**src/sv/tvwm_pkg.sv**
```systemverilog
`timescale 1ns / 1ps
// ----------------------------------------------------------------------------
// tvwm_pkg
// shared types, codes and constants of the three-voice wavetable mixer
// ----------------------------------------------------------------------------
package tvwm_pkg;

   localparam int VOICE_COUNT = 3;
   localparam int VOICE_W     = (VOICE_COUNT > 1) ? $clog2(VOICE_COUNT) : 1;

   localparam int OP_W        = 2;
   localparam int ADDR_W      = 8;
   localparam int NIBBLE_W    = 4;
   localparam int SAMPLE_W    = 16;
   localparam int SCALE_W     = 16;

   localparam int SREG_DEPTH  = 32;
   localparam int SREG_ADDR_W = 5;
   localparam int WAVE_DEPTH  = 256;
   localparam int WAVE_SEL_W  = 3;
   localparam int WAVE_POS_W  = 5;

   localparam int FREQ_W      = 20;
   localparam int PHASE_W     = 32;
   localparam int SUM_W       = 10;
   localparam int TOTAL_W     = 18;

   // shared multiplier operand and product widths
   localparam int MUL_A_W     = FREQ_W + 1;
   localparam int MUL_B_W     = SCALE_W + 1;
   localparam int PROD_W      = MUL_A_W + MUL_B_W;

   // sound register map
   localparam logic [SREG_ADDR_W-1:0] REG_WAVE_BASE = 5'h05;
   localparam logic [SREG_ADDR_W-1:0] REG_FREQ_LOW  = 5'h10;
   localparam logic [SREG_ADDR_W-1:0] REG_FREQ_BASE = 5'h11;
   localparam logic [SREG_ADDR_W-1:0] REG_VOL_BASE  = 5'h15;
   localparam int                     VOICE_STRIDE  = 5;
   localparam int                     FREQ_NIBBLES  = 4;

   localparam logic [SCALE_W-1:0]        SCALE_RESET = 16'd8192;
   localparam logic signed [MUL_B_W-1:0] MIX_GAIN    = 17'sd40;
   localparam logic signed [TOTAL_W-1:0] SAT_MAX     = 18'sd32767;
   localparam logic signed [TOTAL_W-1:0] SAT_MIN     = -18'sd32768;

   typedef enum logic [OP_W-1:0] {
      OP_REG_WRITE = 2'd0,
      OP_WAVE_LOAD = 2'd1,
      OP_TICK      = 2'd2,
      OP_UNUSED    = 2'd3
   } op_type;

   typedef enum logic [2:0] {
      ST_IDLE,
      ST_VOICE_READ,
      ST_VOICE_PHASE,
      ST_VOICE_ACC,
      ST_MIX,
      ST_SAT
   } state_type;

endpackage

```
**src/sv/tvwm_req_if.sv**
```systemverilog
`timescale 1ns / 1ps
// ----------------------------------------------------------------------------
// tvwm_req_if
// request channel: register write, wave table load or sample tick
// ----------------------------------------------------------------------------
interface tvwm_req_if;
   logic                                   valid;
   logic                                   ready;
   logic [tvwm_pkg::OP_W-1:0]              operation;
   logic [tvwm_pkg::ADDR_W-1:0]            address;
   logic [tvwm_pkg::NIBBLE_W-1:0]          write_data;
   logic signed [tvwm_pkg::SAMPLE_W-1:0]   mix_in;

   modport source (output valid, output operation, output address,
                   output write_data, output mix_in, input ready);
   modport sink   (input valid, input operation, input address,
                   input write_data, input mix_in, output ready);
endinterface

```
**src/sv/tvwm_rsp_if.sv**
```systemverilog
`timescale 1ns / 1ps
// ----------------------------------------------------------------------------
// tvwm_rsp_if
// response channel: one mixed sample per tick
// ----------------------------------------------------------------------------
interface tvwm_rsp_if;
   logic                                   valid;
   logic                                   ready;
   logic signed [tvwm_pkg::SAMPLE_W-1:0]   mixed_sample;

   modport source (output valid, output mixed_sample, input ready);
   modport sink   (input valid, input mixed_sample, output ready);
endinterface

```
**src/sv/three_voice_wavetable_mixer_core.sv**
```systemverilog
`timescale 1ns / 1ps
// ----------------------------------------------------------------------------
// three_voice_wavetable_mixer_core
// three-voice wavetable generator mixed onto an incoming sample stream
// ----------------------------------------------------------------------------
// register writes and wave loads leave the sequencer in idle; ready stays high
// a tick runs the read, phase and accumulate states for each sounding voice, only
//    the read state for a silent one, then mix and saturation; ready low meanwhile
// the result sits in an output register; a new item is taken while it waits,
//    and a tick that finishes while it is still full holds in its last step
// synchronous reset clears sound registers, phases, phase scale (to 8192),
//    sequencer and output valid; the wave table is not cleared
module three_voice_wavetable_mixer_core (
   input  logic                              clock,
   input  logic                              reset,
   tvwm_req_if.sink                          req_chan,
   tvwm_rsp_if.source                        rsp_chan,
   input  logic                              csr_write_enable,
   input  logic [tvwm_pkg::SCALE_W-1:0]      csr_write_data
);

   localparam int WAVE_ADDR_W = tvwm_pkg::WAVE_SEL_W + tvwm_pkg::WAVE_POS_W;

   // sequencer
   tvwm_pkg::state_type                        state_ff, state_in;
   logic [tvwm_pkg::VOICE_W-1:0]               voice_ff, voice_in;
   logic signed [tvwm_pkg::SUM_W-1:0]          sum_ff, sum_in;
   logic signed [tvwm_pkg::SAMPLE_W-1:0]       mix_ff;

   // storage
   logic [tvwm_pkg::NIBBLE_W-1:0]   sreg_ff  [tvwm_pkg::SREG_DEPTH];
   logic [tvwm_pkg::NIBBLE_W-1:0]   wave_mem [tvwm_pkg::WAVE_DEPTH];
   logic [tvwm_pkg::NIBBLE_W-1:0]   wave_rd_ff;
   logic [tvwm_pkg::PHASE_W-1:0]    phase_ff [tvwm_pkg::VOICE_COUNT];
   logic [tvwm_pkg::SCALE_W-1:0]    scale_ff;

   // result register
   logic                                 rsp_valid_ff, rsp_valid_in;
   logic signed [tvwm_pkg::SAMPLE_W-1:0] rsp_data_ff;

   // per-voice fields decoded from the sound registers
   logic [tvwm_pkg::FREQ_W-1:0]      freq   [tvwm_pkg::VOICE_COUNT];
   logic [tvwm_pkg::NIBBLE_W-1:0]    vol    [tvwm_pkg::VOICE_COUNT];
   logic [tvwm_pkg::WAVE_SEL_W-1:0]  wave   [tvwm_pkg::VOICE_COUNT];

   logic                                 accept;
   logic                                 voice_active;
   logic                                 last_voice;
   logic [WAVE_ADDR_W-1:0]               wave_rd_addr;
   logic signed [tvwm_pkg::NIBBLE_W-1:0] sample_centered;
   logic                                 phase_upd;
   logic                                 load_rsp;
   logic signed [tvwm_pkg::MUL_A_W-1:0]  mul_a;
   logic signed [tvwm_pkg::MUL_B_W-1:0]  mul_b;
   logic signed [tvwm_pkg::PROD_W-1:0]   prod;
   logic signed [tvwm_pkg::TOTAL_W-1:0]  total;
   logic signed [tvwm_pkg::SAMPLE_W-1:0] sat_sample;

   assign accept         = req_chan.valid && req_chan.ready;
   assign req_chan.ready = (state_ff == tvwm_pkg::ST_IDLE);

   // field decode: each voice field is tapped from a fixed sound register
   always_comb begin
      logic [tvwm_pkg::SREG_ADDR_W-1:0] base;
      logic [tvwm_pkg::FREQ_W-1:0]      f;
      for (int v = 0; v < tvwm_pkg::VOICE_COUNT; v++) begin
         base = tvwm_pkg::SREG_ADDR_W'(v * tvwm_pkg::VOICE_STRIDE);
         // voice 0 owns the lowest frequency nibble, the others read it as zero
         f = (v == 0) ? tvwm_pkg::FREQ_W'(sreg_ff[tvwm_pkg::REG_FREQ_LOW])
                      : '0;
         for (int k = 0; k < tvwm_pkg::FREQ_NIBBLES; k++) begin
            f[tvwm_pkg::NIBBLE_W*(k+1) +: tvwm_pkg::NIBBLE_W] =
               sreg_ff[base + tvwm_pkg::REG_FREQ_BASE
                       + tvwm_pkg::SREG_ADDR_W'(k)];
         end
         freq[v] = f;
         vol[v]  = sreg_ff[base + tvwm_pkg::REG_VOL_BASE];
         wave[v] = sreg_ff[base + tvwm_pkg::REG_WAVE_BASE][tvwm_pkg::WAVE_SEL_W-1:0];
      end
   end

   assign voice_active = (vol[voice_ff] != '0) && (freq[voice_ff] != '0);
   assign last_voice   = (voice_ff == tvwm_pkg::VOICE_W'(tvwm_pkg::VOICE_COUNT - 1));
   assign wave_rd_addr = {wave[voice_ff],
                          phase_ff[voice_ff][tvwm_pkg::PHASE_W-1 -: tvwm_pkg::WAVE_POS_W]};

   // stored nibble minus 8, as a 4-bit signed value
   assign sample_centered = {~wave_rd_ff[tvwm_pkg::NIBBLE_W-1],
                             wave_rd_ff[tvwm_pkg::NIBBLE_W-2:0]};

   // mix and saturate
   assign total = tvwm_pkg::TOTAL_W'(mix_ff) + prod[tvwm_pkg::TOTAL_W-1:0];
   always_comb begin
      if (total > tvwm_pkg::SAT_MAX) begin
         sat_sample = tvwm_pkg::SAMPLE_W'(tvwm_pkg::SAT_MAX);
      end else if (total < tvwm_pkg::SAT_MIN) begin
         sat_sample = tvwm_pkg::SAMPLE_W'(tvwm_pkg::SAT_MIN);
      end else begin
         sat_sample = total[tvwm_pkg::SAMPLE_W-1:0];
      end
   end

   // sequencer: next state, multiplier operands and datapath strobes
   always_comb begin
      state_in  = state_ff;
      voice_in  = voice_ff;
      sum_in    = sum_ff;
      mul_a     = '0;
      mul_b     = '0;
      phase_upd = 1'b0;
      load_rsp  = 1'b0;
      unique case (state_ff)
         tvwm_pkg::ST_IDLE: begin
            if (accept && (req_chan.operation == tvwm_pkg::OP_TICK)) begin
               state_in = tvwm_pkg::ST_VOICE_READ;
               voice_in = '0;
               sum_in   = '0;
            end
         end
         tvwm_pkg::ST_VOICE_READ: begin
            // wave read issued with the old phase; step = freq * scale
            mul_a = tvwm_pkg::MUL_A_W'(freq[voice_ff]);
            mul_b = tvwm_pkg::MUL_B_W'(scale_ff);
            if (voice_active) begin
               state_in = tvwm_pkg::ST_VOICE_PHASE;
            end else if (last_voice) begin
               state_in = tvwm_pkg::ST_MIX;
            end else begin
               voice_in = voice_ff + tvwm_pkg::VOICE_W'(1);
            end
         end
         tvwm_pkg::ST_VOICE_PHASE: begin
            phase_upd = 1'b1;
            mul_a     = tvwm_pkg::MUL_A_W'(vol[voice_ff]);
            mul_b     = tvwm_pkg::MUL_B_W'(sample_centered);
            state_in  = tvwm_pkg::ST_VOICE_ACC;
         end
         tvwm_pkg::ST_VOICE_ACC: begin
            sum_in = sum_ff + prod[tvwm_pkg::SUM_W-1:0];
            if (last_voice) begin
               state_in = tvwm_pkg::ST_MIX;
            end else begin
               voice_in = voice_ff + tvwm_pkg::VOICE_W'(1);
               state_in = tvwm_pkg::ST_VOICE_READ;
            end
         end
         tvwm_pkg::ST_MIX: begin
            mul_a    = tvwm_pkg::MUL_A_W'(sum_ff);
            mul_b    = tvwm_pkg::MIX_GAIN;
            state_in = tvwm_pkg::ST_SAT;
         end
         tvwm_pkg::ST_SAT: begin
            // same operands again so the product holds until the output register is free
            mul_a = tvwm_pkg::MUL_A_W'(sum_ff);
            mul_b = tvwm_pkg::MIX_GAIN;
            if (!rsp_valid_ff || rsp_chan.ready) begin
               load_rsp = 1'b1;
               state_in = tvwm_pkg::ST_IDLE;
            end
         end
         default: begin
            state_in = tvwm_pkg::ST_IDLE;
         end
      endcase
   end

   tvwm_mul u_mul (
      .clock   (clock),
      .op_a    (mul_a),
      .op_b    (mul_b),
      .prod_ff (prod)
   );

   always_ff @(posedge clock) begin
      if (reset) begin
         state_ff <= tvwm_pkg::ST_IDLE;
         voice_ff <= '0;
         sum_ff   <= '0;
      end else begin
         state_ff <= state_in;
         voice_ff <= voice_in;
         sum_ff   <= sum_in;
      end
   end

   // tick sample held for the mix step
   always_ff @(posedge clock) begin
      if (accept) begin
         mix_ff <= req_chan.mix_in;
      end
   end

   // sound registers: address bits above the register index are ignored
   always_ff @(posedge clock) begin
      if (reset) begin
         for (int i = 0; i < tvwm_pkg::SREG_DEPTH; i++) begin
            sreg_ff[i] <= '0;
         end
      end else if (accept && (req_chan.operation == tvwm_pkg::OP_REG_WRITE)) begin
         sreg_ff[req_chan.address[tvwm_pkg::SREG_ADDR_W-1:0]] <= req_chan.write_data;
      end
   end

   // wave table memory, one write port, registered read
   always_ff @(posedge clock) begin
      if (accept && (req_chan.operation == tvwm_pkg::OP_WAVE_LOAD)) begin
         wave_mem[req_chan.address] <= req_chan.write_data;
      end
      wave_rd_ff <= wave_mem[wave_rd_addr];
   end

   // phase accumulators advance by the registered step, wrapping mod 2^32
   always_ff @(posedge clock) begin
      if (reset) begin
         for (int v = 0; v < tvwm_pkg::VOICE_COUNT; v++) begin
            phase_ff[v] <= '0;
         end
      end else if (phase_upd) begin
         phase_ff[voice_ff] <= phase_ff[voice_ff] + prod[tvwm_pkg::PHASE_W-1:0];
      end
   end

   always_ff @(posedge clock) begin
      if (reset) begin
         scale_ff <= tvwm_pkg::SCALE_RESET;
      end else if (csr_write_enable) begin
         scale_ff <= csr_write_data;
      end
   end

   // output register
   always_comb begin
      rsp_valid_in = rsp_valid_ff;
      if (rsp_chan.ready) begin
         rsp_valid_in = 1'b0;
      end
      if (load_rsp) begin
         rsp_valid_in = 1'b1;
      end
   end

   always_ff @(posedge clock) begin
      if (reset) begin
         rsp_valid_ff <= 1'b0;
      end else begin
         rsp_valid_ff <= rsp_valid_in;
      end
   end

   always_ff @(posedge clock) begin
      if (load_rsp) begin
         rsp_data_ff <= sat_sample;
      end
   end

   assign rsp_chan.valid        = rsp_valid_ff;
   assign rsp_chan.mixed_sample = rsp_data_ff;

endmodule

```
**src/sv/tvwm_mul.sv**
```systemverilog
`timescale 1ns / 1ps
// ----------------------------------------------------------------------------
// tvwm_mul
// shared signed multiplier with registered product
// ----------------------------------------------------------------------------
module tvwm_mul (
   input  logic                                  clock,
   input  logic signed [tvwm_pkg::MUL_A_W-1:0]   op_a,
   input  logic signed [tvwm_pkg::MUL_B_W-1:0]   op_b,
   output logic signed [tvwm_pkg::PROD_W-1:0]    prod_ff
);

   logic signed [tvwm_pkg::PROD_W-1:0] prod_in;

   assign prod_in = tvwm_pkg::PROD_W'(op_a) * tvwm_pkg::PROD_W'(op_b);

   always_ff @(posedge clock) begin
      prod_ff <= prod_in;
   end

endmodule

```
**src/flat_wrapper.sv**
```systemverilog
// flat-port wrapper written by rule: the top's interface ports become plain ports
module three_voice_wavetable_mixer_core_flat 
  (clock, reset, csr_write_enable, csr_write_data, req_chan_valid, req_chan_operation, req_chan_address, req_chan_write_data, req_chan_mix_in, req_chan_ready, rsp_chan_valid, rsp_chan_mixed_sample, rsp_chan_ready);
  tvwm_req_if req_chan_i ();
  tvwm_rsp_if rsp_chan_i ();
  input  logic clock;
  input  logic reset;
  input  logic csr_write_enable;
  input  logic [tvwm_pkg::SCALE_W-1:0] csr_write_data;
  input wire logic [$bits(req_chan_i.valid)-1:0] req_chan_valid;
  input wire logic [$bits(req_chan_i.operation)-1:0] req_chan_operation;
  input wire logic [$bits(req_chan_i.address)-1:0] req_chan_address;
  input wire logic [$bits(req_chan_i.write_data)-1:0] req_chan_write_data;
  input wire logic [$bits(req_chan_i.mix_in)-1:0] req_chan_mix_in;
  output wire logic [$bits(req_chan_i.ready)-1:0] req_chan_ready;
  output wire logic [$bits(rsp_chan_i.valid)-1:0] rsp_chan_valid;
  output wire logic [$bits(rsp_chan_i.mixed_sample)-1:0] rsp_chan_mixed_sample;
  input wire logic [$bits(rsp_chan_i.ready)-1:0] rsp_chan_ready;
  assign req_chan_i.valid = req_chan_valid;
  assign req_chan_i.operation = req_chan_operation;
  assign req_chan_i.address = req_chan_address;
  assign req_chan_i.write_data = req_chan_write_data;
  assign req_chan_i.mix_in = req_chan_mix_in;
  assign req_chan_ready = req_chan_i.ready;
  assign rsp_chan_valid = rsp_chan_i.valid;
  assign rsp_chan_mixed_sample = rsp_chan_i.mixed_sample;
  assign rsp_chan_i.ready = rsp_chan_ready;
  three_voice_wavetable_mixer_core u_core (.clock(clock), .reset(reset), .req_chan(req_chan_i), .rsp_chan(rsp_chan_i), .csr_write_enable(csr_write_enable), .csr_write_data(csr_write_data));
endmodule
```
**config.mk**
```make
export PLATFORM = sky130hd
export DESIGN_NAME = three_voice_wavetable_mixer_core_flat
export DESIGN_NICKNAME = d
export VERILOG_FILES = /design/src/sv/tvwm_pkg.sv /design/src/sv/tvwm_req_if.sv /design/src/sv/tvwm_rsp_if.sv /design/src/sv/three_voice_wavetable_mixer_core.sv /design/src/sv/tvwm_mul.sv /design/src/flat_wrapper.sv
export SDC_FILE = /design/constraint.sdc
export NUM_CORES = 2
export LEC_CHECK = 0
export ABC_CLOCK_PERIOD_IN_PS = 7900
export BUFFER_PORTS_ARGS = -buffer_cell sky130_fd_sc_hd__buf_2
export CAP_MARGIN = 10
export CORE_UTILIZATION = 50
export DETAILED_ROUTE_END_ITERATION = 16
export GPL_TIMING_DRIVEN = 0
export PLACE_DENSITY = 0.68
export SLEW_MARGIN = 40
export SYNTH_ARGS = -nofsm -noshare
export SYNTH_HDL_FRONTEND = slang
export SYNTH_SLANG_ARGS = --single-unit
```
**constraint.sdc**
```tcl
create_clock -name clock -period 7.9 [get_ports clock]
set_input_delay 1.58 -clock clock [delete_from_list [all_inputs] [get_ports clock]]
set_output_delay 1.58 -clock clock [all_outputs]
set_load 0.005 [all_outputs]
```
==> qor.yml <==
run_status:
  status: "finished clean"
global_route:
  track_usage_pct: 29.3
  overflow: 0
  grt_pass1_vias: 45500
  grt_max_degree: 106
  grt_pass1_wl_mm: 293
  antenna_found_initial: 17
sta:
  post-route-period-util_pct: 97.5
  worst_pin_slew_ns: 1.01
  final-setup-viol-count: 0
  timing.final.crit_period_ns: 7.70
  slew_viol_final: 0
  timing.fmax_ghz: 0.130
  hold_ws_ns: 0.503
  fin_worst_skew_ns: 0.0446
  hold_violations: 0
  slew_headroom_pct: 32.2
power_and_ir_drop:
  p_sw_share_pct: 29.9
  leakage_nw: 28.0
  power_frac_seq_pct: 43.9
  combPwrFrac_pct: 20.8
  p_int_mw: 12.7
  p_switching_mw: 5.44
  worst_ir_drop_vdd_v: 0.000273
  powerDensity_nw_per_um2: 238
  power_frac_clock_pct: 35.3
floorplanning:
  die-area_sq_um: 138000
  ioPinCount: 69
  initial_core_util_pct: 50.5
  std_cell_rows: 135
  die_h_um: 372
  coreArea_sq_um: 135000
  fp.dieW_um: 372
yosys:
  syn_avg_cell_area_sq_um: 12.6
  synth_top_cell_area_share_pct: 55.2
  synth.area.top_cells: "edfxtp_1 55%, fa_1 9.0%, mux2i_1 5.2%, nor2_1 3.3%, nand2_1 3.1%"
  synth_edf_count: 1257
  ys_top_cells_by_count: "1,257 x edfxtp_1, 594 x nor2_1, 571 x nand2_1"
  yosysWarnings: 0
  ys_ff_latch: 1327
  synthesis.area_sq_um: 68400
  yosysMostFrequentCell: "edfxtp_1"
  synth_top_area_cell: "edfxtp_1"
  synthDistinctLibCells: 75
  async_reset_ff_share_pct: 0
  synthCells: 5407
  synthFlopType: "edfxtp_1"
  yosysSeqAreaShare_pct: 57.3
cts:
  clock-sinks: 1327
  cts_max_level: 4
  clkTransAtPathRegs_ns: 0.06
  clock_latency_ns: 0.78
  root_buffer: "clkbuf_16"
  tritoncts: "yes"
  cts_max_path_buffers: 3
  cts-buffers-inserted: 141
  cts.hold.buffers_added: 0
cells_and_area:
  fill_cells: 11000
  area_growth_pct: 11.5
  fin_util_pct: 56.3
  drive_above_1_share_pct: 10.6
  fin_nets: 6150
worst_hold_path:
  holdPathEnd: "u_core.scale_ff[1]"
  whs_path_depth: 2
  min_from: "u_core.scale_ff[1]"
  min_path_type: "reg2reg"
worst_setup_path:
  worstReg2RegEnd: "u_core.u_mul.prod_ff[30]"
  ff2ff_path_depth: 22
  cp-start-kind: "flip-flop"
  cp_cell_sequence: "inv_1 -> or3_1 -> clkbuf_1 -> clkbuf_1 -> o21ai_1 -> nand2_1 -> fa_1 -> fa_1 -> inv_1 -> fa_1 -> fa_1 -> fa_1 -> inv_1 -> fa_1 -> inv_1 -> ha_1 -> or4_1 -> o32ai_4 -> o211ai_1 -> a21o_1 -> a21oi_1 -> xnor2_1"
  critPathKind: "reg2reg"
  cp.arrival_ns: 8.32
  r2r_slack_ns: 0.20
  critical-path-max-stage-delay_ns: 0.86
  slowest_stage: "o21ai_1"
  critPathMaxFanout: 10
  crit_path_frequent_cell: "fa_1"
  crit-reg2reg-launch: "u_core.state_ff[1]"
  crit_required_ns: 8.52
  endpoint_kind: "flip-flop"
routing:
  drt-total-wl_mm: 201
  drt_iter0_drc: 5445
  ant_nets: 0
  via_count: 45400
  dr.pass1.iters: 8
  route.detailed.drc: 0
  viasPerCell: 6.03
  wire_per_inst_um: 26.6
job:
  maxCapViolations: 0
place:
  io_buffer_count: 65
  gp_congestion: 0.946
  dp_hpwl_mm: 143
metrics by stage:
step | setup slack, ns | total power, mW | cell area [sq um] | setup TNS (ns) | std cells
finish | 0.196 | 18.2 | 76200 | 0 | 7537
global route | -0.0402 | 18.7 | 76200 | -0.0402 | 7534
CTS | 0.00532 | 18.1 | 76000 | 0 | 7531
detailed placement | -1.18 | 11.8 | 71500 | -11.22 | 7286
global placement | -0.998 | 11.7 | 71000 | -9.40 | 7267
floorplan | 0.491 | 10.4 | 68400 | 0 | 5421
state kept, by name, indices dropped and copies added, names as in the netlist, 4 cells and up, named ones only:
name,count
u_core.u_mul.prod_ff,32
u_core.sreg_ff,73
u_core.sum_ff,10
u_core.mix_ff,16
u_core.rsp_chan.mixed_sample,16
u_core.scale_ff,16
u_core.phase_ff,128
u_core.wave_mem,1024
u_core.wave_rd_ff,4
kinds of logic (layout without fill, tap and decap cells):
logic type	after synthesis	count (layout)	synth area share, %
multiplexers	427	427	6.90
flip-flops	1327	1327	57.3
other	2	20	0.0110
adder cells (fa/ha/maj)	454	454	11.7
buffers and inverters	725	1056	4.54
AO/OA/AOI/OAI	780	780	8.18
XOR/XNOR	84	84	1.08
AND/OR/NAND/NOR	1608	1608	10.3
layout make-up:
cell class	instances	area, sq um	area share (%)
sequential	1327	39200	51.4
clock inverter	82	704	0.924
multi-input combinational	3369	26400	34.7
inverter	423	1590	2.09
antenna	4	10.0	0.0131
tap	1781	2230	2.92
timing repair buffer	87	783	1.03
buffer	296	1610	2.11
clock buffer	168	3700	4.86
worst max-delay path: cells and delay by family, from the launching register on:
kind,cells,cell delay (ns)
XOR/XNOR,1,0.26
adder cells (fa/ha/maj),7,3.17
AND/OR/NAND/NOR,3,1.06
flip-flops,1,0.40
AO/OA/AOI/OAI,5,1.85
buffers and inverters,6,0.78
worst max-delay path by stage:
stage / start / endpoint / slack, ns
2_1_floorplan: u_core.state_ff[2] / u_core.u_mul.prod_ff[25] / 0.49
3_3_place_gp: u_core.state_ff[2] / u_core.u_mul.prod_ff[25] / -1.0
3_5_place_dp: u_core.state_ff[2] / u_core.u_mul.prod_ff[25] / -1.18
4_1_cts: u_core.state_ff[1] / u_core.u_mul.prod_ff[25] / 0.005
5_1_grt: u_core.voice_ff[0] / u_core.u_mul.prod_ff[25] / -0.04
6_report: u_core.state_ff[1] / u_core.u_mul.prod_ff[30] / 0.20
power groups by stage:
stage                     combinational [mW]  clock [mW]  sequential, mW
after floorplan                         2.34           0            8.05
after global placement                  3.60           0            8.14
after detailed placement                3.69           0            8.11
after CTS                               3.72        6.45            7.97
after global routing                    4.05        6.70            7.97
final                                   3.78        6.41            7.97
routing by layer:
layer	routed length (um)	global-route usage [%]	vias up
met4	11400	15.3	20
met1	76700	38.1	22700
met2	92200	46.1	2441
met3	20300	6.51	502
li1	-	-	19800
met5	122	0	-
repair_timing:
action                                  in CTS  in global routing
resized for setup                           50                 52
pin swaps                                    0                  2
setup buffers                                0                  3
endpoints found under the setup margin      18                  9
cells in the final DEF (no fill, tap or decap), types with 50 or more instances in the layout:
cell type  instances
o21ai_0           58
a2111oi_0         50
mux2i_1          354
inv_1            421
nor2b_1          180
dfxtp_1           68
a21oi_1          109
and2_1            70
ha_1             148
nand2_1          567
a311oi_1          65
xnor2_1           61
edfxtp_1        1257
a31oi_1           62
clkbuf_1         137
fa_1             306
nor2_1           593
nor3_1            74
buf_2            144
a211oi_1         169
clkbuf_16        143
Note: power is estimated with default switching activity, not from simulation.
